<file path="config.mk">
export PLATFORM = sky130hd
export DESIGN_NAME = gts_div
export DESIGN_NICKNAME = d
export VERILOG_FILES = /design/src/gts_div.sv
export SDC_FILE = /design/constraint.sdc
export NUM_CORES = 1
export LEC_CHECK = 0
export ABC_AREA = 1
export BUFFER_PORTS_ARGS = -buffer_cell sky130_fd_sc_hd__buf_2
export CORE_MARGIN = 3
export CORE_UTILIZATION = 43
export CTS_BUF_LIST = sky130_fd_sc_hd__clkbuf_16
export DETAILED_ROUTE_END_ITERATION = 7
export HOLD_SLACK_MARGIN = 0.03
export PLACE_DENSITY = 0.73
export REMOVE_ABC_BUFFERS = 1
export SETUP_SLACK_MARGIN = 0.2
export SLEW_MARGIN = 10
export SYNTH_ARGS = -nofsm -noshare
export SYNTH_HDL_FRONTEND = slang
export SYNTH_SLANG_ARGS = --single-unit
</file>
<file path="constraint.sdc">
create_clock -name clk_i -period 3.29 [get_ports clk_i]
set_input_delay 0.329 -clock clk_i [delete_from_list [all_inputs] [get_ports clk_i]]
set_output_delay 0.329 -clock clk_i [all_outputs]
set_load 0.1 [all_outputs]
</file>
<file path="src/gts_div.sv">
// Serial restoring divider, one quotient bit per cycle, signed dividend.
// Standalone; used by gouraud_triangle_scanline_fill_core.
module gts_div #(
  parameter int unsigned DW = 47,
  parameter int unsigned VW = 30
) (
  input  logic                 clk_i,
  input  logic                 rst_ni,
  input  logic                 start_i,
  input  logic signed [DW-1:0] dividend_i,
  input  logic        [VW-1:0] divisor_i,  // nonzero
  output logic                 done_o,
  output logic signed [DW-1:0] quot_o
);

  localparam int unsigned CNTW = $clog2(DW + 1);

  logic            busy_q, busy_d;
  logic            done_q, done_d;
  logic            neg_q, neg_d;
  logic [CNTW-1:0] cnt_q, cnt_d;
  logic [DW-1:0]   mag_q, mag_d;
  logic [VW-1:0]   rem_q, rem_d;
  logic [VW-1:0]   dvs_q, dvs_d;
  logic [VW:0]     r2, rsub;
  logic            ge;

  assign r2   = {rem_q, mag_q[DW-1]};
  assign ge   = r2 >= {1'b0, dvs_q};
  assign rsub = r2 - {1'b0, dvs_q};

  always_comb begin
    busy_d = busy_q;
    done_d = 1'b0;
    neg_d  = neg_q;
    cnt_d  = cnt_q;
    mag_d  = mag_q;
    rem_d  = rem_q;
    dvs_d  = dvs_q;
    if (start_i) begin
      busy_d = 1'b1;
      neg_d  = dividend_i[DW-1];
      mag_d  = dividend_i[DW-1] ? DW'(-dividend_i) : DW'(dividend_i);
      rem_d  = '0;
      cnt_d  = CNTW'(DW);
      dvs_d  = divisor_i;
    end else if (busy_q) begin
      rem_d = ge ? rsub[VW-1:0] : r2[VW-1:0];
      mag_d = {mag_q[DW-2:0], ge};
      cnt_d = cnt_q - CNTW'(1);
      if (cnt_q == CNTW'(1)) begin
        busy_d = 1'b0;
        done_d = 1'b1;
      end
    end
  end

  always_ff @(posedge clk_i or negedge rst_ni) begin
    if (!rst_ni) begin
      busy_q <= 1'b0;
      done_q <= 1'b0;
      cnt_q  <= '0;
    end else begin
      busy_q <= busy_d;
      done_q <= done_d;
      cnt_q  <= cnt_d;
    end
  end

  always_ff @(posedge clk_i) begin
    neg_q <= neg_d;
    mag_q <= mag_d;
    rem_q <= rem_d;
    dvs_q <= dvs_d;
  end

  assign done_o = done_q;
  assign quot_o = neg_q ? $signed(-mag_q) : $signed(mag_q);

endmodule

</file>
==> out/results.tsv <==
stage	metric	value	unit
sta	worst hold margin	0.0780	ns
route	DRT antenna net count	0	
sta	Max Slew Vio Count	0	
worst_hold_path	Hold WC Path Type	primary input to register	
route	DRC	0	
power_and_ir_drop	Leak	5.73	nW
global_route	grt total ovfl	0	
cts	CTS Sinks	116	
sta	minimum clock period	2.95	ns
final_layout	multi-input logic area	5720	µm²
synthesis	top cell type's share of synthesized area	23.6	%
sta	Final Hold Viols	0	
critical_path	crit path DAT	2.62	ns
synthesis	EDFF count, synth	78	
sta	setup TNS	0	ns
cts	latest clock arrival within the worst-skew pair	0.43	ns
route	DR pass1 iterations	7	
floorplanning	core footprint	22200	µm²
synthesis	Most used DFF post-synth	edfxtp_1	
synthesis	sequential share of the synthesized area	31.7	%
placed_design	RD Place Congestion	0.959	
synthesis	top cells by area, synth	edfxtp_1 (24%), nand2_1 (17%), inv_1 (9.1%)	
final_layout	P&R area growth vs syn	16.6	%
power_and_ir_drop	Total Power	0.00759	W
cts	root buf cell	clkbuf_16	
synthesis	Syn Area/Cell	6.50	µm²
final_layout	nets@finish	1763	
floorplanning	die width	158	µm
floorplanning	num ports	128	
synthesis	ys async rst share	6.90	%
power_and_ir_drop	Max rail drop VDD	421	µV
cts	Inserted Clock Buffers	17	
route	wire per inst	15.7	µm
route	drt initial violations	811	
route	via count	10225	
critical_path	Setup crit start kind	register	
critical_path	register-to-register setup slack	0.76	ns
route	vias per inst	5.27	
floorplanning	Die Y-Extent	158	µm
sta	worst slew pin tran	0.919	ns
sta	Worst Slack Setup Final	0.342	ns
critical_path	Setup Crit Path Kind	register to output port	
final_layout	FILL cells	2266	
status	status	finished clean	
sta	number of setup violations in the final report	0	
global_route	vias in the first global route	9897	
global_route	first-pass GRT wire length	49300	µm
sta	max_slew headroom	38.6	%
sta	RSZ-0062 raised after global routing	yes	
critical_path	CP required	2.96	ns
cts	H-tree depth	4	
global_route	initial antenna violation count	0	
final_layout	Reg area	3140	µm²
synthesis	post-synth cell types	47	
floorplanning	row cnt	54	
power_and_ir_drop	PwrDens	657	nW/µm²
final_layout	Inserted Diodes	0	
cts	maximum clock path buffer count	2	
global_route	gr usage total	25.0	%
cts	CTS clk-pin slew, worst paths	0.06	ns
critical_path	Worst Path Max Fanout	4	
final_layout	share of layout cells above drive strength 1	12.6	%
cts	CTS tree	yes	
synthesis	Syn Inst Count	1524	
global_route	largest net degree at the start of global routing	59	
synthesis	mapped cell area	9910	µm²
placed_design	DP Wirelength	23900	µm
synthesis	Synth Warn #	0	
placed_design	Post-Place Setup Slack	0.675	ns
sta	Tcrit/Tclk final	89.6	%
floorplanning	die area	24900	µm²
synthesis	Yosys top cell by area	edfxtp_1	
critical_path	CP Capture Type	output port	
floorplanning	Initial Util	44.6	%
sta	fmax	0.339	GHz
synthesis	Synth Register Bits	116	
route	routed wire length	30500	µm
run	Max-cap violations	0	
sta	worst clock skew	0.00902	ns
placed_design	Port Buffers	127	
-- cells by family after synthesis --
logic type                 after synthesis  synth area share (%)
buffers and inverters                  275                  10.8
DFF                                    116                  31.7
xor gates and xnor gates                80                  7.07
and+or+nand+nor                        887                  38.5
adders and majority gates               36                  4.62
AOI/OAI and AO/OA                      130                  7.25
-- stage by stage --
stage,util [%],instance area [µm²],std cells
3_3_place_gp,48.9,10900,1906
4_1_cts,51.5,11400,1939
3_5_place_dp,48.9,10900,1906
2_1_floorplan,-,9740,1490
6_report,52.0,11600,1940
5_1_grt,52.0,11600,1940
-- cells in the mapped netlist, types with 2 or more instances --
| cell type | count |
|---|---|
| nor2_2 | 6 |
| nand4_1 | 34 |
| xnor2_1 | 20 |
| nand3b_1 | 10 |
| buf_1 | 3 |
| dfxtp_1 | 30 |
| or2_2 | 6 |
| buf_6 | 3 |
| buf_2 | 3 |
| nor4_1 | 3 |
| a31oi_1 | 5 |
| nor3b_1 | 2 |
| o21ai_1 | 10 |
| nand2_2 | 7 |
| dfrtp_1 | 8 |
| nor3_2 | 4 |
| a21oi_1 | 29 |
| xor2_1 | 60 |
| nor2_1 | 176 |
| edfxtp_1 | 78 |
| and2_1 | 7 |
| o21ai_2 | 2 |
| ha_1 | 35 |
| nor2_4 | 2 |
| inv_1 | 240 |
| o21bai_1 | 4 |
| o211ai_1 | 2 |
| o31ai_1 | 2 |
| nand3_1 | 155 |
| nor3_1 | 17 |
| buf_4 | 3 |
| clkbuf_1 | 22 |
| nand2_1 | 453 |
| a21oi_2 | 2 |
| o21ai_0 | 69 |
-- timing repair --
item	4_1_cts	5_1_grt
pin swaps	0	2
endpoints found under the setup margin	2	22
hold endpoints to repair	8	0
hold buffers	1	0
setup buffers	0	1
gates resized for setup	2	39
-- final timing paths --
kind,cells after the start,to,start
worst min register to register,2,rem_q[10],rem_q[10]
min in group asynchronous,2,busy_q,rst_ni
worst max-delay path,9,quot_o[24],mag_q[8]
worst max register to register,11,rem_q[28],rem_q[20]
max in group asynchronous,2,cnt_q[0],rst_ni
worst min-delay path,1,dvs_q[21],divisor_i[21]
-- routing by layer --
| metal | vias to the layer above | global-route usage (%) | part of all wire [%] |
|---|---|---|---|
| met5 | - | 0 | 0 |
| met4 | 0 | 10.7 | 3.9 |
| met3 | 83 | 3.83 | 5.7 |
| met2 | 364 | 42.6 | 48 |
| met1 | 4658 | 31.6 | 43 |
| li1 | 5120 | - | - |
-- worst max-delay path, stage by stage (launching register included) --
cell	delay [ns]
edfxtp_1	0.45
nor2_1	0.17
inv_1	0.08
nor3_2	0.25
nand3_1	0.20
nor2_1	0.13
nand3_1	0.10
o21ai_0	0.23
xor2_1	0.31
buf_6	0.28
-- cell usage in the layout (no fill, tap or decap), types with 3 or more instances in the layout --
master / instances
edfxtp_1: 78
dfrtp_1: 8
clkinv_4: 4
nor3_1: 17
nand2_1: 453
clkbuf_4: 6
xnor2_1: 20
nor3_2: 4
buf_12: 5
a31oi_1: 5
ha_1: 35
a21oi_1: 29
dfxtp_1: 30
xor2_1: 58
o21ai_1: 10
nand2_2: 7
nand3b_1: 10
inv_6: 4
buf_4: 10
and2_1: 7
clkinvlp_4: 3
nor2_1: 174
o21bai_1: 4
clkbuf_16: 17
or2_2: 6
inv_1: 239
nand3_1: 155
o21ai_0: 69
nor2_2: 8
buf_2: 106
inv_8: 4
buf_6: 10
nand4_1: 34
-- where the power goes --
part / switching, W / total [W] / internal [W] / leakage, nW
Clock: 0.000778 / 0.00177 / 0.000994 / 0.269
Sequential: 0.000186 / 0.00200 / 0.00181 / 1.15
Combinational: 0.00275 / 0.00382 / 0.00107 / 4.31
-- sequential cells by signal, indices dropped and copies added, names as in the netlist --
name and cells:
mag_q 47, dvs_q 30, rem_q 30, cnt_q 6, busy_q 1, done_o 1, neg_q 1
-- cell type report --
| class | instances | share of cell area, % |
|---|---|---|
| multi-input combinational | 1133 | 49.5 |
| sequential | 116 | 27.2 |
| inverter | 241 | 7.83 |
| timing repair buffer | 138 | 7.56 |
| clock buffer | 17 | 3.68 |
| tap | 280 | 3.03 |
| clock inverter | 15 | 1.19 |
(Power assumes the default switching activity.)
